### src/sv/jsu_pkg.sv
// ----------------------------------------------------------------------------
// jsu_pkg
// Shared types, constants and helper functions of the JSON string unescaper.
// ----------------------------------------------------------------------------
package jsu_pkg;

   localparam int LENGTH_BITS_DEFAULT = 16;
   localparam int QUEUE_DEPTH         = 4;
   localparam int QUEUE_PTR_BITS      = $clog2(QUEUE_DEPTH);

   localparam logic [1:0] ST_DATA  = 2'd0;
   localparam logic [1:0] ST_CLOSE = 2'd1;
   localparam logic [1:0] ST_ERROR = 2'd2;

   localparam logic [7:0] CH_QUOTE  = 8'h22;
   localparam logic [7:0] CH_BSLASH = 8'h5C;
   localparam logic [7:0] CH_SLASH  = 8'h2F;
   localparam logic [7:0] CH_B      = 8'h62;
   localparam logic [7:0] CH_F      = 8'h66;
   localparam logic [7:0] CH_N      = 8'h6E;
   localparam logic [7:0] CH_R      = 8'h72;
   localparam logic [7:0] CH_T      = 8'h74;
   localparam logic [7:0] CH_U      = 8'h75;
   localparam logic [7:0] CH_SPACE  = 8'h20;

   localparam logic [7:0] CTL_BS = 8'h08;
   localparam logic [7:0] CTL_FF = 8'h0C;
   localparam logic [7:0] CTL_LF = 8'h0A;
   localparam logic [7:0] CTL_CR = 8'h0D;
   localparam logic [7:0] CTL_HT = 8'h09;

   localparam logic [5:0] SURR_HIGH_TAG = 6'b110110;
   localparam logic [5:0] SURR_LOW_TAG  = 6'b110111;

   typedef struct packed {
      logic [1:0]      last_idx;
      logic [3:0][7:0] bytes;
   } jsu_utf8_type;

   typedef struct packed {
      logic [1:0]      status;
      logic [1:0]      last_idx;
      logic [3:0][7:0] bytes;
      logic [15:0]     length;
   } jsu_group_type;

   typedef struct packed {
      logic          valid;
      jsu_group_type group;
   } jsu_push_type;

   typedef struct packed {
      logic                    full;
      logic                    empty;
      logic [QUEUE_PTR_BITS:0] count;
   } jsu_qstat_type;

   // {valid, digit}
   function automatic logic [4:0] hex_value(input logic [7:0] c);
      logic [4:0] r;
      r = 5'd0;
      if (c >= 8'h30 && c <= 8'h39) begin
         r = {1'b1, 4'(c - 8'h30)};
      end else if (c >= 8'h61 && c <= 8'h66) begin
         r = {1'b1, 4'(c - 8'h57)};
      end else if (c >= 8'h41 && c <= 8'h46) begin
         r = {1'b1, 4'(c - 8'h37)};
      end
      return r;
   endfunction

   function automatic jsu_utf8_type utf8_encode(input logic [20:0] cp);
      jsu_utf8_type r;
      r = '0;
      if (cp < 21'h80) begin
         r.bytes[0] = cp[7:0];
         r.last_idx = 2'd0;
      end else if (cp < 21'h800) begin
         r.bytes[0] = {3'b110, cp[10:6]};
         r.bytes[1] = {2'b10, cp[5:0]};
         r.last_idx = 2'd1;
      end else if (cp < 21'h10000) begin
         r.bytes[0] = {4'b1110, cp[15:12]};
         r.bytes[1] = {2'b10, cp[11:6]};
         r.bytes[2] = {2'b10, cp[5:0]};
         r.last_idx = 2'd2;
      end else begin
         r.bytes[0] = {5'b11110, cp[20:18]};
         r.bytes[1] = {2'b10, cp[17:12]};
         r.bytes[2] = {2'b10, cp[11:6]};
         r.bytes[3] = {2'b10, cp[5:0]};
         r.last_idx = 2'd3;
      end
      return r;
   endfunction

endpackage

### src/sv/jsu_front.sv
// ----------------------------------------------------------------------------
// jsu_front
// Decode FSM: takes one source byte per request and turns it into a group of
// up to four result bytes, an end item, an error item or no item at all.
// ----------------------------------------------------------------------------
module jsu_front #(
   parameter int LENGTH_BITS = jsu_pkg::LENGTH_BITS_DEFAULT
) (
   input  logic                 clock,
   input  logic                 reset,
   input  logic                 fire,
   input  logic [7:0]           in_byte,
   input  logic                 final_byte,
   output jsu_pkg::jsu_push_type push,
   output logic                 idle
);
   import jsu_pkg::*;

   localparam int LW = (LENGTH_BITS > 16) ? LENGTH_BITS : 16;

   typedef enum logic [2:0] {
      MODE_IDLE, MODE_BODY, MODE_ESC, MODE_HEX, MODE_EXP_BS, MODE_EXP_U, MODE_HEX_LO
   } mode_type;

   mode_type               mode_ff, mode_in;
   logic [15:0]            hex_ff, hex_in;
   logic [9:0]             hi_ff, hi_in;
   logic [1:0]             cnt_ff, cnt_in;
   logic [LENGTH_BITS-1:0] len_ff, len_in;

   logic                   err, closed, has_data;
   jsu_utf8_type           enc;
   logic [4:0]             hv;
   logic [15:0]            acc_new;
   logic [20:0]            cp;
   logic [LENGTH_BITS:0]   sum;
   logic [LW-1:0]          len_ext;
   logic [15:0]            len_sat;

   assign hv      = hex_value(in_byte);
   assign acc_new = {hex_ff[11:0], hv[3:0]};

   always_comb begin
      err      = 1'b0;
      closed   = 1'b0;
      has_data = 1'b0;
      enc      = '0;
      cp       = '0;
      mode_in  = mode_ff;
      hex_in   = hex_ff;
      hi_in    = hi_ff;
      cnt_in   = cnt_ff;
      case (mode_ff)
         MODE_IDLE: begin
            if (in_byte == CH_QUOTE) mode_in = MODE_BODY;
            else err = 1'b1;
         end
         MODE_BODY: begin
            if (in_byte == CH_QUOTE) closed = 1'b1;
            else if (in_byte == CH_BSLASH) mode_in = MODE_ESC;
            else if (in_byte < CH_SPACE) err = 1'b1;
            else begin
               has_data     = 1'b1;
               enc.bytes[0] = in_byte;
            end
         end
         MODE_ESC: begin
            mode_in  = MODE_BODY;
            has_data = 1'b1;
            case (in_byte)
               CH_QUOTE:  enc.bytes[0] = CH_QUOTE;
               CH_BSLASH: enc.bytes[0] = CH_BSLASH;
               CH_SLASH:  enc.bytes[0] = CH_SLASH;
               CH_B:      enc.bytes[0] = CTL_BS;
               CH_F:      enc.bytes[0] = CTL_FF;
               CH_N:      enc.bytes[0] = CTL_LF;
               CH_R:      enc.bytes[0] = CTL_CR;
               CH_T:      enc.bytes[0] = CTL_HT;
               CH_U: begin
                  has_data = 1'b0;
                  mode_in  = MODE_HEX;
                  hex_in   = '0;
                  cnt_in   = '0;
               end
               default: begin
                  has_data = 1'b0;
                  err      = 1'b1;
               end
            endcase
         end
         MODE_HEX, MODE_HEX_LO: begin
            if (!hv[4]) err = 1'b1;
            else begin
               hex_in = acc_new;
               if (cnt_ff != 2'd3) cnt_in = cnt_ff + 2'd1;
               else begin
                  cnt_in = '0;
                  if (mode_ff == MODE_HEX && acc_new[15:10] == SURR_HIGH_TAG) begin
                     hi_in   = acc_new[9:0];
                     mode_in = MODE_EXP_BS;
                  end else if (mode_ff == MODE_HEX_LO && acc_new[15:10] != SURR_LOW_TAG) begin
                     err = 1'b1;
                  end else begin
                     if (mode_ff == MODE_HEX) cp = {5'd0, acc_new};
                     else cp = 21'h10000 + {1'b0, hi_ff, acc_new[9:0]};
                     enc      = utf8_encode(cp);
                     has_data = 1'b1;
                     mode_in  = MODE_BODY;
                  end
               end
            end
         end
         MODE_EXP_BS: begin
            if (in_byte == CH_BSLASH) mode_in = MODE_EXP_U;
            else err = 1'b1;
         end
         MODE_EXP_U: begin
            if (in_byte == CH_U) begin
               mode_in = MODE_HEX_LO;
               hex_in  = '0;
               cnt_in  = '0;
            end else err = 1'b1;
         end
         default: err = 1'b1;
      endcase
      if (final_byte && !closed) err = 1'b1;
   end

   always_comb begin
      sum = {1'b0, len_ff} + (LENGTH_BITS+1)'({1'b0, enc.last_idx} + 3'd1);
      if (!has_data) len_in = len_ff;
      else if (sum[LENGTH_BITS]) len_in = '1;
      else len_in = sum[LENGTH_BITS-1:0];
      len_ext = LW'(len_ff);
      len_sat = (len_ext > LW'(16'hFFFF)) ? 16'hFFFF : len_ext[15:0];
   end

   always_comb begin
      push                 = '0;
      push.valid           = fire && (err || closed || has_data);
      push.group.bytes     = enc.bytes;
      push.group.last_idx  = enc.last_idx;
      push.group.status    = ST_DATA;
      if (err) begin
         push.group          = '0;
         push.group.status   = ST_ERROR;
      end else if (closed) begin
         push.group          = '0;
         push.group.status   = ST_CLOSE;
         push.group.length   = len_sat;
      end
   end

   assign idle = (mode_ff == MODE_IDLE);

   always_ff @(posedge clock) begin
      if (reset) begin
         mode_ff <= MODE_IDLE;
         hex_ff  <= '0;
         hi_ff   <= '0;
         cnt_ff  <= '0;
         len_ff  <= '0;
      end else if (fire) begin
         if (err || closed) begin
            mode_ff <= MODE_IDLE;
            hex_ff  <= '0;
            hi_ff   <= '0;
            cnt_ff  <= '0;
            len_ff  <= '0;
         end else begin
            mode_ff <= mode_in;
            hex_ff  <= hex_in;
            hi_ff   <= hi_in;
            cnt_ff  <= cnt_in;
            len_ff  <= len_in;
         end
      end
   end

endmodule

### src/sv/jsu_queue.sv
// ----------------------------------------------------------------------------
// jsu_queue
// Small FIFO of decoded groups between the decode FSM and the byte emitter.
// ----------------------------------------------------------------------------
module jsu_queue (
   input  logic                  clock,
   input  logic                  reset,
   input  jsu_pkg::jsu_push_type push,
   input  logic                  pop,
   output jsu_pkg::jsu_group_type head,
   output jsu_pkg::jsu_qstat_type stat
);
   import jsu_pkg::*;

   jsu_group_type             entry_ff [QUEUE_DEPTH];
   logic [QUEUE_PTR_BITS-1:0] wr_ptr_ff, rd_ptr_ff;
   logic [QUEUE_PTR_BITS:0]   count_ff, count_in;
   logic                      do_push, do_pop;

   assign stat.full  = (count_ff == (QUEUE_PTR_BITS+1)'(QUEUE_DEPTH));
   assign stat.empty = (count_ff == '0);
   assign stat.count = count_ff;
   assign head       = entry_ff[rd_ptr_ff];

   assign do_push = push.valid && !stat.full;
   assign do_pop  = pop && !stat.empty;

   always_comb begin
      count_in = count_ff;
      if (do_push && !do_pop) count_in = count_ff + 1'b1;
      else if (do_pop && !do_push) count_in = count_ff - 1'b1;
   end

   always_ff @(posedge clock) begin
      if (do_push) entry_ff[wr_ptr_ff] <= push.group;
   end

   always_ff @(posedge clock) begin
      if (reset) begin
         wr_ptr_ff <= '0;
         rd_ptr_ff <= '0;
         count_ff  <= '0;
      end else begin
         if (do_push) wr_ptr_ff <= wr_ptr_ff + 1'b1;
         if (do_pop) rd_ptr_ff <= rd_ptr_ff + 1'b1;
         count_ff <= count_in;
      end
   end

endmodule

### src/sv/jsu_back.sv
// ----------------------------------------------------------------------------
// jsu_back
// Byte emitter: walks the head group one result per cycle into the output
// register, while the queue holds a group and the output is not stalled.
// ----------------------------------------------------------------------------
module jsu_back (
   input  logic                   clock,
   input  logic                   reset,
   input  jsu_pkg::jsu_group_type head,
   input  logic                   empty,
   output logic                   pop,
   output logic                   rsp_valid,
   input  logic                   rsp_ready,
   output logic [7:0]             rsp_byte,
   output logic [1:0]             rsp_status,
   output logic [15:0]            rsp_length,
   output logic                   rsp_last
);
   import jsu_pkg::*;

   logic        valid_ff;
   logic [1:0]  idx_ff;
   logic [7:0]  byte_ff;
   logic [1:0]  status_ff;
   logic [15:0] length_ff;
   logic        last_ff;
   logic        load, at_last;

   assign load    = !empty && (!valid_ff || rsp_ready);
   assign at_last = (idx_ff == head.last_idx);
   assign pop     = load && at_last;

   always_ff @(posedge clock) begin
      if (reset) begin
         valid_ff <= 1'b0;
         idx_ff   <= '0;
      end else begin
         if (load) begin
            valid_ff <= 1'b1;
            idx_ff   <= at_last ? 2'd0 : idx_ff + 2'd1;
         end else if (rsp_ready) begin
            valid_ff <= 1'b0;
         end
      end
   end

   always_ff @(posedge clock) begin
      if (load) begin
         byte_ff   <= head.bytes[idx_ff];
         status_ff <= head.status;
         length_ff <= head.length;
         last_ff   <= at_last;
      end
   end

   assign rsp_valid  = valid_ff;
   assign rsp_byte   = byte_ff;
   assign rsp_status = status_ff;
   assign rsp_length = length_ff;
   assign rsp_last   = last_ff;

endmodule

### src/sv/json_string_unescape_top.sv
// ----------------------------------------------------------------------------
// json_string_unescape_top
// JSON string unescaper: quoted JSON string bytes in, UTF-8 bytes, an end
// item with the decoded length, or an error item out.
// ----------------------------------------------------------------------------
// channel | dir | tdata                                 | tuser        | tlast
// req     | in  | [7:0] in_byte                         | -            | final_byte
// rsp     | out | [7:0] out_byte, [23:8] decoded_length | [1:0] status | last
//
// Unless stalled, the decode FSM takes one source byte per cycle and the
// emitter sends one result per cycle, so an escape that yields four UTF-8
// bytes holds the emitter until all are sent. A four-group queue lets the two
// sides stall independently; req_tready drops only while that queue is full.
// Reset is synchronous; the block takes requests the cycle after it ends.
// ----------------------------------------------------------------------------
module json_string_unescape_top #(
   parameter int LENGTH_BITS = jsu_pkg::LENGTH_BITS_DEFAULT
) (
   input  logic        clock,
   input  logic        reset,
   input  logic        req_tvalid,
   output logic        req_tready,
   input  logic [7:0]  req_tdata,   // [7:0] in_byte
   input  logic        req_tlast,   // final_byte
   output logic        rsp_tvalid,
   input  logic        rsp_tready,
   output logic [23:0] rsp_tdata,   // [7:0] out_byte, [23:8] decoded_length
   output logic [1:0]  rsp_tuser,   // [1:0] status
   output logic        rsp_tlast    // last
);
   import jsu_pkg::*;

   jsu_push_type  push;
   jsu_group_type head;
   jsu_qstat_type qstat;
   logic          fire, pop, front_idle;
   logic [7:0]    out_byte;
   logic [1:0]    status;
   logic [15:0]   decoded_length;

   assign req_tready = !qstat.full;
   assign fire       = req_tvalid && req_tready;

   jsu_front #(.LENGTH_BITS(LENGTH_BITS)) u_front (
      .clock      (clock),
      .reset      (reset),
      .fire       (fire),
      .in_byte    (req_tdata),
      .final_byte (req_tlast),
      .push       (push),
      .idle       (front_idle)
   );

   jsu_queue u_queue (
      .clock (clock),
      .reset (reset),
      .push  (push),
      .pop   (pop),
      .head  (head),
      .stat  (qstat)
   );

   jsu_back u_back (
      .clock      (clock),
      .reset      (reset),
      .head       (head),
      .empty      (qstat.empty),
      .pop        (pop),
      .rsp_valid  (rsp_tvalid),
      .rsp_ready  (rsp_tready),
      .rsp_byte   (out_byte),
      .rsp_status (status),
      .rsp_length (decoded_length),
      .rsp_last   (rsp_tlast)
   );

   assign rsp_tdata = {decoded_length, out_byte};
   assign rsp_tuser = status;

   a_error_to_idle: assert property (@(posedge clock) disable iff (reset)
      (push.valid && push.group.status == ST_ERROR) |=> front_idle)
      else $error("decode FSM not idle after error");

   a_queue_bound: assert property (@(posedge clock) disable iff (reset)
      qstat.count <= (QUEUE_PTR_BITS+1)'(QUEUE_DEPTH))
      else $error("queue count out of range");

   a_end_is_last: assert property (@(posedge clock) disable iff (reset)
      (rsp_tvalid && status != ST_DATA) |-> (rsp_tlast && out_byte == 8'd0))
      else $error("end or error item not single");

   a_data_no_len: assert property (@(posedge clock) disable iff (reset)
      (rsp_tvalid && status != ST_CLOSE) |-> (decoded_length == 16'd0))
      else $error("length on non-end item");

endmodule

### config.mk
export PLATFORM = sky130hd
export DESIGN_NAME = json_string_unescape_top
export DESIGN_NICKNAME = d
export VERILOG_FILES = /design/src/sv/jsu_pkg.sv /design/src/sv/jsu_front.sv /design/src/sv/jsu_queue.sv /design/src/sv/jsu_back.sv /design/src/sv/json_string_unescape_top.sv
export SDC_FILE = /design/constraint.sdc
export NUM_CORES = 1
export LEC_CHECK = 0
export BUFFER_PORTS_ARGS = -buffer_cell sky130_fd_sc_hd__buf_2
export CAP_MARGIN = 20
export CORE_ASPECT_RATIO = 1.4
export CORE_MARGIN = 2
export CORE_UTILIZATION = 25
export CTS_CLUSTER_SIZE = 28
export DETAILED_ROUTE_END_ITERATION = 7
export PLACE_DENSITY = 0.43
export SLEW_MARGIN = 20
export SYNTH_ARGS = -nofsm -noshare
export SYNTH_HDL_FRONTEND = slang
export SYNTH_SLANG_ARGS = --single-unit
### constraint.sdc
create_clock -name clock -period 5.6 [get_ports clock]
set_clock_uncertainty 0.05 [all_clocks]
set_input_delay 0.84 -clock clock [delete_from_list [all_inputs] [get_ports clock]]
set_output_delay 0.84 -clock clock [all_outputs]
set_load 0.02 [all_outputs]
==> Word-level counts from Yosys, hierarchy flattened <==
Memory sizes are Yosys's and may differ from the RTL's. A register that Yosys moved wholly into a read port is not among the register bits.
Index checks and enable logic that the tools add are counted.
{ "totals": {"regBits": 80, "latch_bits": 0, "mem_bits_rw": 208, "romBits": 0, "in_bits": 13, "out_inout_bits": 29, "word_cells": 205, "mem_count": 1} }
{ "memory_table": {"columns": ["name", "words", "word_bits", "rd", "rd_ports_with_merged_regs", "write_ports", "line", "rtl"], "rows": [
  ["u_queue.entry_ff", 4, 52, 1, 1, 1, "jsu_queue.sv:15", "jsu_group_type entry_ff [QUEUE_DEPTH];"]
]} }
{ "op_classes": {"add_sub_neg": 12, "mul": 0, "n_div": 0, "n_lt_le_gt_ge": 12, "n_eq_ne": 30, "shift": 0, "muxes": 95, "bitwise_logic": 0, "n_reduce_logical": 41} }
{ "ops": {"columns": ["cell", "count"], "rows": [
  ["2-to-1 mux 34 bit", 4],
  ["2-to-1 mux 21 bit", 6],
  ["2-to-1 mux 16 bit", 6],
  ["== test 8 x 7 -> 1 bit (second input constant)", 7],
  ["one-hot mux 7 bit (8 select lines)", 1],
  ["2-to-1 mux 52 bit", 1],
  ["2-to-1 mux 51 bit", 1],
  ["2-to-1 mux 10 bit", 5],
  ["2-to-1 mux 8 bit", 6],
  ["2-to-1 mux 12 bit", 3],
  ["2-to-1 mux 3 bit", 12],
  ["2-to-1 mux 1 bit", 27],
  ["2-to-1 mux 26 bit", 1],
  ["2-to-1 mux 24 bit", 1],
  ["one-hot mux 12 bit (2 select lines)", 1],
  ["one-hot mux 8 bit (3 select lines)", 1],
  ["2-to-1 mux 22 bit", 1],
  ["adder 17 x 20 -> 21 bit (first input constant)", 1],
  ["< comparator 21 x 12 -> 1 bit (second input constant)", 1],
  ["< comparator 21 x 17 -> 1 bit (second input constant)", 1],
  ["< comparator 21 x 8 -> 1 bit (second input constant)", 1],
  ["2-to-1 mux 2 bit", 10],
  ["!= test 3 x 1 -> 1 bit (second input constant)", 6],
  ["one-hot mux 3 bit (6 select lines)", 1],
  ["other kinds (43)", 85]
]} }

==> Logic depth before layout (Yosys ltp) <==
Gate-level depths: netlist of run 1.
{ "depth": {"ltp_word": 26, "mapped_depth": 19, "mapped_depth_nobuf": 17} }

==> By module <==
Synthesis of run 1 repeated with hierarchy kept, for this count alone.
{ "hier_totals": {"cells_unflattened": 884, "area_unflattened_um2": 12889.9} }
{ "by_module_without_submodules": {"columns": ["module", "n_inst", "cells_per_inst", "area_each_um2", "seq_area_each_um2"], "rows": [
  ["jsu_queue", 1, 320, 8027.7, 6426.2],
  ["jsu_front", 1, 502, 3667.3, 860.8],
  ["jsu_back", 1, 60, 1184.9, 870.8],
  ["json_string_unescape_top", 1, 2, 10.0, 0.0]
]} }

==> Worst setup path after synthesis of run 1 <==
No wires, ideal clock.
{ "synth_timing": {"kind": "input to register", "startpoint": "in req_tdata[0]", "endpoint": "reg u_front.len_ff[11] (netlist: u_front.len_ext[11])", "setup_time_ns": 0.086, "arrival_ns": 4.644, "required_ns": 5.464, "setup_slack_ns": 0.820, "cell_stages": 16, "path_buffers": 2, "path_cell_list": "inv_1 ha_1 o21bai_1 a2111oi_1 o221a_2 clkbuf_1 and2_1 ha_1 inv_1 fa_1 nor2b_1 o2111ai_1 nor4_1 clkbuf_1 o221ai_1 a211oi_1"} }
{ "synth_via": {"elab_chain_cells": 26, "elab_cells_between_ends": 73, "classes_between": "add/sub: 6; order compare: 10; eq/ne: 9; mux: 38; reduce/logical: 10"} }
{ "synth_rtl": {"columns": ["element", "line", "rtl"], "rows": [
  ["start, declared", "json_string_unescape_top.sv:23", "input logic [7:0] req_tdata,"],
  ["greater-or-equal comparator 8 x 7 -> 1 bit / less-or-equal comparator 8 x 7 -> 1 bit (equally long branches)", "jsu_pkg.sv:66", "end else if (c >= 8'h41 && c <= 8'h46) begin"],
  ["logical AND 1 bit", "jsu_pkg.sv:66", null],
  ["2-to-1 mux 5 bit", "jsu_pkg.sv:66", null],
  ["2-to-1 mux 5 bit", "jsu_pkg.sv:64", "end else if (c >= 8'h61 && c <= 8'h66) begin"],
  ["2-to-1 mux 5 bit", "jsu_pkg.sv:62", "if (c >= 8'h30 && c <= 8'h39) begin"],
  ["adder 17 x 20 -> 21 bit", "jsu_front.sv:105", "else cp = 21'h10000 + {1'b0, hi_ff, acc_new[9:0]};"],
  ["2-to-1 mux 21 bit", "jsu_front.sv:104", "if (mode_ff == MODE_HEX) cp = {5'd0, acc_new};"],
  ["2-to-1 mux 21 bit", "jsu_front.sv:101", "end else if (mode_ff == MODE_HEX_LO && acc_new[15:10] != SURR_LOW_TAG) begin"],
  ["[10 not listed]", null, null],
  ["2-to-1 mux 34 bit", "jsu_front.sv:95", "if (cnt_ff != 2'd3) cnt_in = cnt_ff + 2'd1;"],
  ["2-to-1 mux 34 bit", "jsu_front.sv:92", "if (!hv[4]) err = 1'b1;"],
  ["2-to-1 mux 26 bit", "jsu_front.sv:53", "case (mode_ff)"],
  ["adder 2 x 1 -> 3 bit", "jsu_front.sv:130", "sum = {1'b0, len_ff} + (LENGTH_BITS+1)'({1'b0, enc.last_idx} + 3'd1);"],
  ["adder 16 x 17 -> 17 bit", "jsu_front.sv:130", null],
  ["2-to-1 mux 16 bit", "jsu_front.sv:132", "else if (sum[LENGTH_BITS]) len_in = '1;"],
  ["2-to-1 mux 16 bit", "jsu_front.sv:131", "if (!has_data) len_in = len_ff;"],
  ["2-to-1 mux 16 bit", "jsu_front.sv:164", "if (err || closed) begin"],
  ["end signal, assigned", "jsu_front.sv:175", "len_ff <= len_in;"],
  ["end, declared", "jsu_front.sv:29", "logic [LENGTH_BITS-1:0] len_ff, len_in;"]
]} }
Several ways; a longest one is shown, not always the timed one. The select of a mux whose other input is x is not followed.
A chain may end at the register's enable or synchronous reset.

==> Final worst setup path of run 1 <==
{ "layout_timing": {"startpoint": "reg u_front.mode_ff[0]", "endpoint": "reg u_front.len_ff[11] (netlist: u_front.len_ext[11])"} }
{ "layout_via": {"elab_chain_cells": 21, "elab_cells_between_ends": 49, "classes_between": "add/sub: 2; order compare: 3; eq/ne: 6; mux: 29; reduce/logical: 9"} }
{ "layout_rtl": {"columns": ["element", "line", "rtl"], "rows": [
  ["start, declared", "jsu_front.sv:25", "mode_type mode_ff, mode_in;"],
  ["start signal, assigned", "jsu_front.sv:171", "mode_ff <= mode_in;"],
  ["== test 3 x 2 -> 1 bit", "jsu_front.sv:53, jsu_front.sv:98, jsu_front.sv:104", null],
  ["2-to-1 mux 21 bit", "jsu_front.sv:104", null],
  ["2-to-1 mux 21 bit", "jsu_front.sv:101", null],
  ["2-to-1 mux 21 bit", "jsu_front.sv:98", "if (mode_ff == MODE_HEX && acc_new[15:10] == SURR_HIGH_TAG) begin"],
  ["2-to-1 mux 21 bit", "jsu_front.sv:95", null],
  ["2-to-1 mux 21 bit", "jsu_front.sv:92", null],
  ["2-to-1 mux 21 bit", "jsu_front.sv:53", null],
  ["< comparator 21 x 17 -> 1 bit", "jsu_pkg.sv:82", "end else if (cp < 21'h10000) begin"],
  ["[5 not listed]", null, null],
  ["2-to-1 mux 34 bit", "jsu_front.sv:95", null],
  ["2-to-1 mux 34 bit", "jsu_front.sv:92", null],
  ["2-to-1 mux 26 bit", "jsu_front.sv:53", null],
  ["adder 2 x 1 -> 3 bit", "jsu_front.sv:130", null],
  ["adder 16 x 17 -> 17 bit", "jsu_front.sv:130", null],
  ["2-to-1 mux 16 bit", "jsu_front.sv:132", null],
  ["2-to-1 mux 16 bit", "jsu_front.sv:131", null],
  ["2-to-1 mux 16 bit", "jsu_front.sv:164", null]
]} }
Several ways; a longest one is shown, not always the timed one. The select of a mux whose other input is x is not followed.

==> metrics.csv, run 1 <==
stage;metric;value;unit
outcome;outcome;completed;
yosys;Mapped Cells;871;
sta;fin worst setup slack;0.9220;ns
cells_and_area;final design area excluding fillers;14050;um2
yosys;leading cell type by number of instances after synthesis;sky130_fd_sc_hd__edfxtp_1;
sta;setup-violating endpoint count in the final report;0;
global_route;antenna violations before repair;0;
power;combinational group share of total power;0.213;
clock_tree;post-CTS sizing;0;
setup_path;type of element capturing the critical path;flip-flop;
floorplan;core footprint;48020;um2
cells_and_area;final core occ;0.2925;
clock_tree;count of H-tree levels built during CTS;1;
clock_tree;number of hold-repair buffers added at the cts stage;0;
global_route;overall track demand over capacity in global routing;0.1222;
power;net switching power;1.671;mW
yosys;flip-flop cell with the highest count after synthesis;sky130_fd_sc_hd__edfxtp_1;
setup_path;maximum fanout along the worst path;13;
sta;worst slew margin relative to its limit;0.2617;
global_route;global-route wire length before repair;47.18;mm
floorplan;I/O pins;42;
drt;total routed wirelength;30.80;mm
power;Tot Pwr;5.819;mW
placement;HPWL reported at the end of detailed placement;20.16;mm
placement;Post-DP Area;13120;um2
power;Reg power frac;0.462;
power;part of the power in the clock network;0.325;
drt;vias per inst;4.745;
floorplan;Chip Height;265.2;um
clock_tree;maximum count of clock buffers along a single path;3;
setup_path;startpoint of the worst register-to-register path;u_front.mode_ff[0];
setup_path;critical path type;flip-flop to flip-flop;
yosys;portion of the post-synthesis area used by sequential elements;0.6301;
drt;detailed-route wire length per cell;19.70;um
yosys;number of enable-type register cells in the synthesized netlist;219;
floorplan;die width;190.6;um
min_path;Hold Path Origin;u_front.hi_ff[0];
setup_path;sum of buffers and inverters on the critical path;3;
setup_path;category of the worst setup path launch point;flip-flop;
drt;via count of the routed design;7417;
sta;worst slack on hold paths;0.4092;ns
setup_path;launch point of the worst path;u_front.mode_ff[0];
yosys;synthesized cell area;12180;um2
placement;Cells after DPL;1514;
placement;setup slack after placement;0.7836;ns
cells_and_area;Ant. Diodes;0;
cells_and_area;fraction of layout instances using a drive strength above 1;0.2111;
yosys;Synth top area share;0.5397;
power;switching share of power;0.2872;
setup_path;Largest stage delay, worst path;0.64;ns
global_route;via count of the first global-routing pass;7631;
clock_tree;number of post-CTS setup repair buffers;0;
sta;final hold violations;0;
sta;clock period minus final worst setup slack;4.678;ns
yosys;number of warnings reported in the yosys synthesis log;0;
sta;Final TNS setup;0;ns
clock_tree;number of sinks driven by the clock tree;274;
job;count of maximum capacitance violations;0;
power;Internal Pwr Total;4.147;mW
setup_path;reg2reg setup slack;0.92;ns
yosys;largest cells by area after synthesis;sky130_fd_sc_hd__edfxtp_1, sky130_fd_sc_hd__mux4_2, sky130_fd_sc_hd__dfxtp_1;
setup_path;data required time at the worst endpoint;6.00;ns
min_path;path type of the worst min-delay path;flip-flop to flip-flop;
yosys;share of flip-flops with an asynchronous set or reset;0;
cells_and_area;synth-to-layout area growth;15.29;%
cells_and_area;final std cells w/o fill;1563;
yosys;Mean Syn Cell Area;13.99;um2
power;standby leakage power;4.527;nW
placement;final weighted congestion of routability-driven global placement;0.8330;
yosys;flop and latch count out of synthesis;274;
floorplan;cell row count;95;
clock_tree;CTS Root Buffer Type;sky130_fd_sc_hd__clkbuf_16;
setup_path;worst-path cell chain;nand3b_1 > mux2i_1 > and2_1 > o21ai_0 > nand2_1 > inv_1 > ha_1 > inv_1 > fa_1 > nor2b_1 > o2111ai_1 > nor4_1 > buf_4 > nor2_1 > o21ai_0 > nor2_1 > a211oi_1;
cells_and_area;layout net count;944;
drt;number of detailed-route iterations in the first pass;5;
clock_tree;clock insertion delay at the later pin of the skew report;0.54;ns
clock_tree;clock-pin slew of the registers on the worst-case setup and hold paths;0.07;ns
floorplan;die footprint;50540;um2
floorplan;starting density of the core;0.2537;
sta;share of the clock period used by the worst path after layout;0.8354;
sta;count of pins over their slew limit;0;
drt;First DRT Iteration DRCs;417;
clock_tree;clock tree from TritonCTS;done;
global_route;grt total ovfl;0;
setup_path;arrival time reported for the critical path endpoint;5.08;ns
drt;DRC;0;
placement;# port buffers;41;
yosys;Commonest cells post-synth;sky130_fd_sc_hd__edfxtp_1, sky130_fd_sc_hd__nor2_1, sky130_fd_sc_hd__dfxtp_1, sky130_fd_sc_hd__mux4_2, sky130_fd_sc_hd__nand2_1;
sta;fmax;0.2138;GHz
sta;unrepaired setup endpoints after global routing;false;
setup_path;crit path max-delay cell type;sky130_fd_sc_hd__dfxtp_1;
clock_tree;clock buffer count from CTS;27;
power;peak ir drop on the vdd network;0.0001742;V
yosys;count of cell types in the netlist;80;
power;total power density per cell area;414.2;nW/um2
drt;Detail Route Antenna Nets;0;
sta;actual slew at the worst max-slew pin;1.107;ns
yosys;cell type with the largest total area after synthesis;sky130_fd_sc_hd__edfxtp_1;
setup_path;cell family contributing the most delay on the critical path;simple AND/OR/NAND/NOR gates;
yosys;syn_nets;902;
global_route;pin count of the biggest net entering global routing;49;
[state kept, by name, summed over array words and instances, names as in the netlist, named ones only]
name	flops
u_queue.rd_ptr_ff	2
u_back.rsp_length	16
u_back.rsp_byte	8
u_back.idx_ff	2
u_queue.wr_ptr_ff	2
u_front.hi_ff	10
u_back.rsp_last	1
u_back.rsp_valid	1
u_front.cnt_ff	2
u_front.hex_ff	12
u_queue.count_ff	3
u_queue.entry_ff	192
u_back.rsp_status	2
u_front.mode_ff	3
u_front.len_ext	16
[routing by layer]
metal | GRT usage | routed length, um
met4 | 0.03771 | 596
met5 | 0 | 0
met1 | 0.1572 | 13680
met2 | 0.2134 | 15500
met3 | 0.01491 | 1020
[placed cells by master (no fill, tap or decap), types with 4 or more instances in the layout]
| cell | Yosys | final |
|---|---|---|
| sky130_fd_sc_hd__edfxtp_1 | 219 | 219 |
| sky130_fd_sc_hd__nor2_1 | 62 | 62 |
| sky130_fd_sc_hd__mux4_2 | 55 | 55 |
| sky130_fd_sc_hd__dfxtp_1 | 55 | 53 |
| sky130_fd_sc_hd__nand2_1 | 47 | 47 |
| sky130_fd_sc_hd__buf_2 | 12 | 41 |
| sky130_fd_sc_hd__a21oi_1 | 41 | 40 |
| sky130_fd_sc_hd__o21ai_0 | 33 | 33 |
| sky130_fd_sc_hd__inv_1 | 32 | 32 |
| sky130_fd_sc_hd__nand3_1 | 30 | 30 |
| sky130_fd_sc_hd__clkbuf_16 | 0 | 27 |
| sky130_fd_sc_hd__nor3_1 | 22 | 22 |
| sky130_fd_sc_hd__buf_4 | 1 | 22 |
| sky130_fd_sc_hd__ha_1 | 16 | 16 |
| sky130_fd_sc_hd__o31ai_1 | 16 | 15 |
| sky130_fd_sc_hd__a211oi_1 | 15 | 15 |
| sky130_fd_sc_hd__nor4_1 | 14 | 14 |
| sky130_fd_sc_hd__and2_1 | 17 | 13 |
| sky130_fd_sc_hd__nor2b_1 | 11 | 11 |
| sky130_fd_sc_hd__or3_1 | 10 | 10 |
| sky130_fd_sc_hd__a31oi_1 | 8 | 8 |
| sky130_fd_sc_hd__and3_1 | 7 | 7 |
| sky130_fd_sc_hd__a31o_2 | 7 | 7 |
| sky130_fd_sc_hd__nor3b_1 | 6 | 6 |
| sky130_fd_sc_hd__nand4_1 | 5 | 5 |
| sky130_fd_sc_hd__xor2_1 | 5 | 5 |
| sky130_fd_sc_hd__a221oi_1 | 5 | 5 |
| sky130_fd_sc_hd__clkinv_2 | 0 | 5 |
| sky130_fd_sc_hd__or2_1 | 4 | 4 |
| sky130_fd_sc_hd__o22ai_1 | 4 | 4 |
| sky130_fd_sc_hd__xnor2_1 | 4 | 4 |
| sky130_fd_sc_hd__a22oi_1 | 4 | 4 |
| sky130_fd_sc_hd__and2_2 | 0 | 4 |
| sky130_fd_sc_hd__bufinv_16 | 0 | 4 |
[power groups by stage]
stage | logic, mW | registers [mW] | clock network [mW]
6_report | 1.24 | 2.69 | 1.89
3_3_place_gp | 1.28 | 2.74 | 0
4_1_cts | 1.28 | 2.70 | 1.95
3_5_place_dp | 1.28 | 2.75 | 0
5_1_grt | 1.35 | 2.73 | 2.03
2_1_floorplan | 0.792 | 2.80 | 0
[kinds of logic (layout without fill, tap and decap cells)]
group / count (synthesis) / after routing / share of synthesized area
compound gates: 173 / 173 / 0.09982
flops: 274 / 274 / 0.6301
xor+xnor: 9 / 9 / 0.006469
simple gates: 254 / 254 / 0.1073
mux: 60 / 60 / 0.1063
buf+inv: 83 / 145 / 0.03029
fa+ha+maj: 18 / 18 / 0.01972
[worst reg2reg max path: cells and delay by family, from the launching register on]
kind,cells,cell delay (ns)
buffers and inverters,3,0.33
AO/OA/AOI/OAI,4,0.71
adder cells (fa/ha/maj),2,0.72
AND/OR/NAND/NOR,7,1.58
multiplexers,1,0.57
flip-flops,1,0.64
[cell type report]
| class | count | area [um2] |
|---|---|---|
| inverters | 33 | 123.9 |
| multi-input cells | 514 | 4159 |
| fillers | 4896 | 33970 |
| flip-flops and latches | 274 | 7682 |
| clock inverters | 19 | 216.5 |
| repair buffers | 63 | 370.4 |
| well taps | 630 | 788.3 |
| clock buffers | 30 | 706.9 |
[path summary, 6_finish.rpt]
path	end	depth (start not counted)
worst max-delay path	u_front.len_ext[11]	17
worst min-delay path	u_front.hi_ff[0]	2
worst max register to register	u_front.len_ext[11]	17
worst min register to register	u_front.hi_ff[0]	2
(Power assumes the default switching activity.)
==> run 2: changes to the inputs <==
- ABC_AREA: not set -> 1
- PLACE_DENSITY: 0.43 -> 0.44
- clock period: 5.6 -> 3.7 ns (I/O delays scaled with it)
==> run 2 against run 1 <==
Maximum frequency grew 34%; first-iteration DRC count grew 38%; die area grew 4.2%; highest routed layer unchanged.
==> metrics.csv, run 2 <==
stage;metric;value;unit;change
clock_tree;CTS Root Buffer Type;sky130_fd_sc_hd__clkbuf_16;;unchanged
drt;detailed-route wire length per cell;17.21;um;was 19.70 um
yosys;cell type with the largest total area after synthesis;sky130_fd_sc_hd__edfxtp_1;;unchanged
yosys;Mean Syn Cell Area;9.727;um2;was 13.99 um2
cells_and_area;most common library cell in the layout ignoring fill and taps;sky130_fd_sc_hd__nor2_1;;was sky130_fd_sc_hd__edfxtp_1
yosys;synthesized cell area;12700;um2;was 12180 um2
yosys;flip-flop cell with the highest count after synthesis;sky130_fd_sc_hd__edfxtp_1;;unchanged
global_route;overall track demand over capacity in global routing;0.1364;;was 0.1222
yosys;largest cells by area after synthesis;sky130_fd_sc_hd__edfxtp_1, sky130_fd_sc_hd__dfxtp_1, sky130_fd_sc_hd__nor2_1;;was sky130_fd_sc_hd__edfxtp_1, sky130_fd_sc_hd__mux4_2, sky130_fd_sc_hd__dfxtp_1
yosys;leading cell type by number of instances after synthesis;sky130_fd_sc_hd__nor2_1;;was sky130_fd_sc_hd__edfxtp_1
clock_tree;number of hold-repair buffers added at the cts stage;0;;unchanged
sta;actual slew at the worst max-slew pin;0.9072;ns;was 1.107 ns
global_route;GR met1 Demand/Resource;0.1669;;was 0.1572
global_route;grt total ovfl;0;;unchanged
yosys;Mapped Cells;1306;;was 871
clock_tree;number of sinks driven by the clock tree;274;;unchanged
drt;via count of the routed design;9658;;was 7417
sta;unrepaired setup endpoints after global routing;true;;was false
setup_path;sum of buffers and inverters on the critical path;7;;was 3
min_path;path type of the worst min-delay path;input pin to flip-flop;;was flip-flop to flip-flop
setup_path;category of the worst setup path launch point;flip-flop;;unchanged
global_route;via count of the first global-routing pass;9712;;was 7631
power;Tot Pwr;9.886;mW;was 5.819 mW
job;count of maximum capacitance violations;0;;unchanged
sta;final hold violations;0;;unchanged
sta;share of the clock period used by the worst path after layout;0.9467;;was 0.8354
setup_path;cell depth of the worst setup path;25;;was 17
power;peak ir drop on the vdd network;0.0002971;V;was 0.0001742 V
yosys;flop and latch count out of synthesis;274;;unchanged
setup_path;critical path type;flip-flop to flip-flop;;unchanged
yosys;share of flip-flops with an asynchronous set or reset;0;;unchanged
global_route;global routing met2 resource utilization;0.2483;;was 0.2134
floorplan;Chip Height;270.7;um;was 265.2 um
setup_path;cell family contributing the most delay on the critical path;simple AND/OR/NAND/NOR gates;;unchanged
setup_path;Largest stage delay, worst path;0.38;ns;was 0.64 ns
cells_and_area;Largest register FFs;192;;unchanged
min_path;Hold Crit Depth;2;;unchanged
setup_path;data required time at the worst endpoint;4.08;ns;was 6.00 ns
setup_path;critical path's most frequent cell;sky130_fd_sc_hd__buf_4;;
cells_and_area;final std cells w/o fill;2097;;was 1563
sta;setup-violating endpoint count in the final report;0;;unchanged
clock_tree;clock buffer count from CTS;27;;unchanged
cells_and_area;total area of sequential cells;7680;um2;was 7682 um2
yosys;number of warnings reported in the yosys synthesis log;0;;unchanged
power;standby leakage power;5.711;nW;was 4.527 nW
floorplan;cell row count;97;;was 95
floorplan;die footprint;52660;um2;was 50540 um2
yosys;portion of the post-synthesis area used by sequential elements;0.6044;;was 0.6301
min_path;Hold Path Origin;reset;;was u_front.hi_ff[0]
drt;DRC;0;;unchanged
floorplan;starting density of the core;0.2534;;was 0.2537
cells_and_area;register with the most flip-flops;u_queue.entry_ff;;unchanged
sta;clock period minus final worst setup slack;3.503;ns;was 4.678 ns
setup_path;type of element capturing the critical path;flip-flop;;unchanged
yosys;Commonest cells post-synth;sky130_fd_sc_hd__nor2_1, sky130_fd_sc_hd__edfxtp_1, sky130_fd_sc_hd__nand2_1;;was sky130_fd_sc_hd__edfxtp_1, sky130_fd_sc_hd__nor2_1, sky130_fd_sc_hd__dfxtp_1, sky130_fd_sc_hd__mux4_2, sky130_fd_sc_hd__nand2_1
clock_tree;clock-pin slew of the registers on the worst-case setup and hold paths;0.07;ns;about the same
clock_tree;maximum count of clock buffers along a single path;3;;unchanged
sta;count of pins over their slew limit;0;;unchanged
yosys;syn_nets;1337;;was 902
drt;First DRT Iteration DRCs;577;;was 417
setup_path;startpoint of the worst register-to-register path;u_front.mode_ff[0];;unchanged
global_route;antenna violations before repair;0;;unchanged
setup_path;arrival time reported for the critical path endpoint;3.89;ns;was 5.08 ns
cells_and_area;fraction of layout instances using a drive strength above 1;0.1981;;was 0.2111
sta;worst slew margin relative to its limit;0.3930;;was 0.2617
placement;HPWL reported at the end of detailed placement;25.22;mm;was 20.16 mm
global_route;pin count of the biggest net entering global routing;53;;was 49
cells_and_area;number of fillers in the final layout;5213;;was 4896
global_route;met3 capacity usage during global routing;0.01359;;was 0.01491
outcome;outcome;completed;;unchanged
floorplan;die width;194.5;um;was 190.6 um
drt;Detail Route Antenna Nets;0;;unchanged
cells_and_area;area of combinational cells with multiple inputs;4533;um2;was 4159 um2
sta;fmax;0.2855;GHz;was 0.2138 GHz
drt;vias per inst;4.606;;was 4.745
clock_tree;clock insertion delay at the later pin of the skew report;0.55;ns;was 0.54 ns
clock_tree;clock tree from TritonCTS;done;;unchanged
cells_and_area;most used cells in the layout excluding fill and tap cells;sky130_fd_sc_hd__nor2_1, sky130_fd_sc_hd__edfxtp_1, sky130_fd_sc_hd__nand2_1, sky130_fd_sc_hd__o21ai_0, sky130_fd_sc_hd__buf_4;;was sky130_fd_sc_hd__edfxtp_1, sky130_fd_sc_hd__nor2_1, sky130_fd_sc_hd__mux4_2, sky130_fd_sc_hd__dfxtp_1, sky130_fd_sc_hd__nand2_1
floorplan;core footprint;50120;um2;was 48020 um2
drt;total routed wirelength;36.09;mm;was 30.80 mm
setup_path;maximum fanout along the worst path;5;;was 13
cells_and_area;Ant. Diodes;0;;unchanged
yosys;count of cell types in the netlist;52;;was 80
placement;# port buffers;41;;unchanged
cells_and_area;final core occ;0.3082;;was 0.2925
drt;number of detailed-route iterations in the first pass;5;;unchanged
placement;final weighted congestion of routability-driven global placement;0.9264;;was 0.8330
power;total power density per cell area;640.0;nW/um2;was 414.2 nW/um2
placement;Cells after DPL;2044;;was 1514
yosys;number of enable-type register cells in the synthesized netlist;219;;unchanged
setup_path;launch point of the worst path;u_front.mode_ff[0];;unchanged
setup_path;crit path max-delay cell type;sky130_fd_sc_hd__dfxtp_1;;unchanged
global_route;busiest grt layer;met2;;unchanged
global_route;global-route wire length before repair;56.27;mm;was 47.18 mm
floorplan;I/O pins;42;;unchanged
clock_tree;count of H-tree levels built during CTS;1;;unchanged
cells_and_area;layout net count;1465;;was 944
yosys;Synth top area share;0.5177;;was 0.5397
setup_path;worst reg2reg path depth;25;;was 17
cells_and_area;synth-to-layout area growth;21.60;%;was 15.29%
run 2: cell types whose count changed in the layout (fill, tap and decap cells not counted), moves of 55 or more:
cell,change
sky130_fd_sc_hd__buf_4,+80
sky130_fd_sc_hd__inv_1,+57
sky130_fd_sc_hd__mux4_2,-55
sky130_fd_sc_hd__nand2_1,+118
sky130_fd_sc_hd__nor2_1,+184
sky130_fd_sc_hd__o21ai_0,+107
run 2: worst paths after layout:
check                              end  slack (ns)
setup / recovery   u_front.len_ext[10]        0.20
hold / removal      u_front.len_ext[9]        0.33
setup reg to reg   u_front.len_ext[10]        0.20
hold reg to reg   u_queue.rd_ptr_ff[1]        0.42
run 2: area by class of cell:
type | count | area share
Tap cell | 643 | 0.05208
Clock buffer | 33 | 0.04520
Sequential cell | 274 | 0.4972
Multi-Input combinational cell | 868 | 0.2935
Inverter | 108 | 0.02649
Timing Repair Buffer | 155 | 0.07671
Clock inverter | 16 | 0.008910
run 2: cells by family after synthesis:
family / synth area share
AO/OA/AOI/OAI: 0.1168
adder cells (fa/ha/maj): 0.01891
buffers and inverters: 0.05348
AND/OR/NAND/NOR: 0.2009
XOR/XNOR: 0.005516
flip-flops: 0.6044
run 2: layer usage:
metal  wire, um  share of wire
met5          0              0
met4        974          0.027
met3       1115          0.031
met2      18350           0.51
met1      15650           0.43
run 2: repair_timing:
item / CTS / global route
cloned: 0 / 0
buffers inserted: 0 / 4
gates resized for setup: 3 / 36
pin swaps: 1 / 13
endpoints found under the setup margin: 16 / 16
run 2: power breakdown:
group | switching [mW] | internal (mW) | total [mW] | leakage [nW]
clock network | 1.20 | 1.43 | 2.63 | 0.392
logic | 2.08 | 0.972 | 3.05 | 2.80
registers | 0.230 | 3.97 | 4.20 | 2.52
run 2: through the flow:
stage / instance area [um2] / setup TNS (ns) / worst slack, ns / hold WS, ns
4_1_cts: 15280 / -0.008707 / -0.004663 / 0.2991
5_1_grt: 15450 / -0.1189 / -0.03572 / 0.3214
3_5_place_dp: 14430 / -1.194 / -0.1539 / 0.4041
2_1_floorplan: 12720 / -13.05 / -0.06798 / 0.3863
6_report: 15450 / 0 / 0.1974 / 0.3256
3_3_place_gp: 14430 / -0.8414 / -0.08730 / 0.3988
==> run 3: changes to the inputs <==
- RECOVER_POWER: not set -> 25
==> run 3 against run 2 <==
The flow now finishes with violations (max-capacitance violations, max-slew violations); critical path depth unchanged; first-iteration DRC count up 11%; final area down 0.48%; count of clock-buffer cells in the layout unchanged; sequential power about the same; maximum frequency down 0.11%; register-to-register slack about the same; global-route usage unchanged; via count up 0.33%; clock power about the same; flip-flop and latch count unchanged; critical endpoint unchanged; highest routed layer unchanged.
==> metrics.csv, run 3 (synthesis gave the netlist of run 2 again) <==
stage;metric;value;unit;change
sta;final hold violations;0;;unchanged
placement;Cells after DPL;2044;;unchanged
power;switching share of power;0.3561;;was 0.3548
setup_path;crit path max-delay cell type;sky130_fd_sc_hd__dfxtp_1;;unchanged
job;count of maximum capacitance violations;3;;was 0
sta;clock period minus final worst setup slack;3.506;ns;was 3.503 ns
min_path;path type of the worst min-delay path;input pin to flip-flop;;unchanged
placement;# port buffers;41;;unchanged
sta;Final TNS setup;0;ns;unchanged
drt;met1 WL;15.61;mm;was 15.65 mm
power;total power density per cell area;639.3;nW/um2;was 640.0 nW/um2
setup_path;critical path type;flip-flop to flip-flop;;unchanged
power;standby leakage power;5.609;nW;was 5.711 nW
setup_path;Largest stage delay, worst path;0.38;ns;about the same
power;Reg power frac;0.430;;was 0.425
sta;share of the clock period used by the worst path after layout;0.9477;;was 0.9467
clock_tree;CTS Root Buffer Type;sky130_fd_sc_hd__clkbuf_16;;unchanged
drt;via count of the routed design;9690;;was 9658
setup_path;category of the worst setup path launch point;flip-flop;;unchanged
setup_path;cell family contributing the most delay on the critical path;simple AND/OR/NAND/NOR gates;;unchanged
sta;unrepaired setup endpoints after global routing;true;;unchanged
cells_and_area;register with the most flip-flops;u_queue.entry_ff;;unchanged
clock_tree;count of H-tree levels built during CTS;1;;unchanged
drt;First DRT Iteration DRCs;642;;was 577
floorplan;cell row count;97;;unchanged
outcome;outcome;complete, but fails checks;;was completed
placement;HPWL reported at the end of detailed placement;25.22;mm;unchanged
global_route;pin count of the biggest net entering global routing;53;;unchanged
setup_path;data required time at the worst endpoint;4.08;ns;about the same
floorplan;starting density of the core;0.2534;;unchanged
power;Internal Pwr Total;6.328;mW;was 6.378 mW
setup_path;type of element capturing the critical path;flip-flop;;unchanged
floorplan;die footprint;52660;um2;unchanged
global_route;antenna violations before repair;0;;unchanged
sta;worst slew margin relative to its limit;-0.4117;;was 0.3930
cells_and_area;Ant. Diodes;0;;unchanged
clock_tree;number of hold-repair buffers added at the cts stage;0;;unchanged
drt;detailed-route wire length per cell;17.24;um;was 17.21 um
global_route;global-route wire length before repair;56.27;mm;unchanged
drt;number of detailed-route iterations in the first pass;5;;unchanged
floorplan;Chip Height;270.7;um;unchanged
setup_path;critical path's most frequent cell;sky130_fd_sc_hd__buf_4;;unchanged
sta;actual slew at the worst max-slew pin;2.118;ns;was 0.9072 ns
placement;setup slack after placement;-0.1539;ns;unchanged
clock_tree;number of sinks driven by the clock tree;274;;unchanged
cells_and_area;Largest register FFs;192;;unchanged
cells_and_area;final design area excluding fillers;15370;um2;was 15450 um2
global_route;grt total ovfl;0;;unchanged
power;part of the power in the clock network;0.268;;was 0.266
global_route;overall track demand over capacity in global routing;0.1364;;unchanged
clock_tree;clock buffer count from CTS;27;;unchanged
power;combinational group share of total power;0.303;;was 0.309
setup_path;maximum fanout along the worst path;5;;unchanged
setup_path;arrival time reported for the critical path endpoint;3.89;ns;about the same
cells_and_area;synth-to-layout area growth;21.02;%;was 21.60%
sta;worst slack on hold paths;0.3225;ns;was 0.3256 ns
drt;amount of wire on met2 after detailed routing;18.33;mm;was 18.35 mm
cells_and_area;layout net count;1465;;unchanged
sta;fin worst setup slack;0.1936;ns;was 0.1974 ns
cells_and_area;most common library cell in the layout ignoring fill and taps;sky130_fd_sc_hd__nor2_1;;unchanged
placement;final weighted congestion of routability-driven global placement;0.9264;;unchanged
drt;vias per inst;4.621;;was 4.606
power;peak ir drop on the vdd network;0.0002966;V;was 0.0002971 V
power;net switching power;3.500;mW;was 3.508 mW
drt;total routed wirelength;36.16;mm;was 36.09 mm
clock_tree;clock insertion delay at the later pin of the skew report;0.55;ns;about the same
cells_and_area;fraction of layout instances using a drive strength above 1;0.1719;;was 0.1981
cells_and_area;most used cells in the layout excluding fill and tap cells;sky130_fd_sc_hd__nor2_1, sky130_fd_sc_hd__edfxtp_1, sky130_fd_sc_hd__nand2_1, sky130_fd_sc_hd__o21ai_0, sky130_fd_sc_hd__buf_4;;unchanged
floorplan;die width;194.5;um;unchanged
cells_and_area;final std cells w/o fill;2097;;unchanged
outcome;violations in the final reports;max-capacitance violations, max-slew violations;;
drt;met3 wire length;1.238;mm;was 1.115 mm
sta;setup-violating endpoint count in the final report;0;;unchanged
setup_path;sum of buffers and inverters on the critical path;7;;unchanged
sta;fmax;0.2852;GHz;was 0.2855 GHz
clock_tree;maximum count of clock buffers along a single path;3;;unchanged
clock_tree;clock tree from TritonCTS;done;;unchanged
floorplan;I/O pins;42;;unchanged
power;Tot Pwr;9.828;mW;was 9.886 mW
drt;DRC;0;;unchanged
clock_tree;clock-pin slew of the registers on the worst-case setup and hold paths;0.07;ns;about the same
drt;Detail Route Antenna Nets;0;;unchanged
cells_and_area;final core occ;0.3067;;was 0.3082
floorplan;core footprint;50120;um2;unchanged
drt;highest metal layer used by the detailed router;met4;;unchanged
global_route;via count of the first global-routing pass;9712;;unchanged
sta;count of pins over their slew limit;105;;was 0
placement;Post-DP Area;14430;um2;unchanged
run 3: power groups by stage:
stage                     logic (mW)  clock network [mW]  registers [mW]
after CTS                       3.08                2.73            4.21
after global placement          3.06                   0            4.27
final                           2.98                2.63            4.22
after detailed placement        3.07                   0            4.27
after floorplan                 1.71                   0            4.43
after global routing            3.33                2.82            4.28
run 3: metal layers:
metal	global-route usage	vias up
li1	-	4766
met1	0.1669	4671
met2	0.2483	200
met3	0.01359	53
met4	0.04696	0
met5	0	-
run 3: area by class of cell:
type | instances | area [um2]
fill | 5231 | 34750
sequential | 274 | 7679
multi-input combinational | 868 | 4516
timing repair buffer | 155 | 1130
tap | 643 | 804.5
clock buffer | 33 | 698.2
inverter | 108 | 409.1
clock inverter | 16 | 137.6
run 3: timing repair:
action,in CTS,in global routing
gates resized for setup,3,36
endpoints found under the setup margin,16,16
pin swaps,1,13
buffers inserted,0,4
run 3: worst paths after layout:
check | slack (ns) | start | cells past startpoint | endpoint
min reg2reg | 0.42 | u_queue.rd_ptr_ff[1] | 2 | u_queue.rd_ptr_ff[1]
min | 0.32 | reset | 2 | u_front.len_ext[9]
max | 0.19 | u_front.mode_ff[0] | 25 | u_front.len_ext[10]
max reg2reg | 0.19 | u_front.mode_ff[0] | 25 | u_front.len_ext[10]
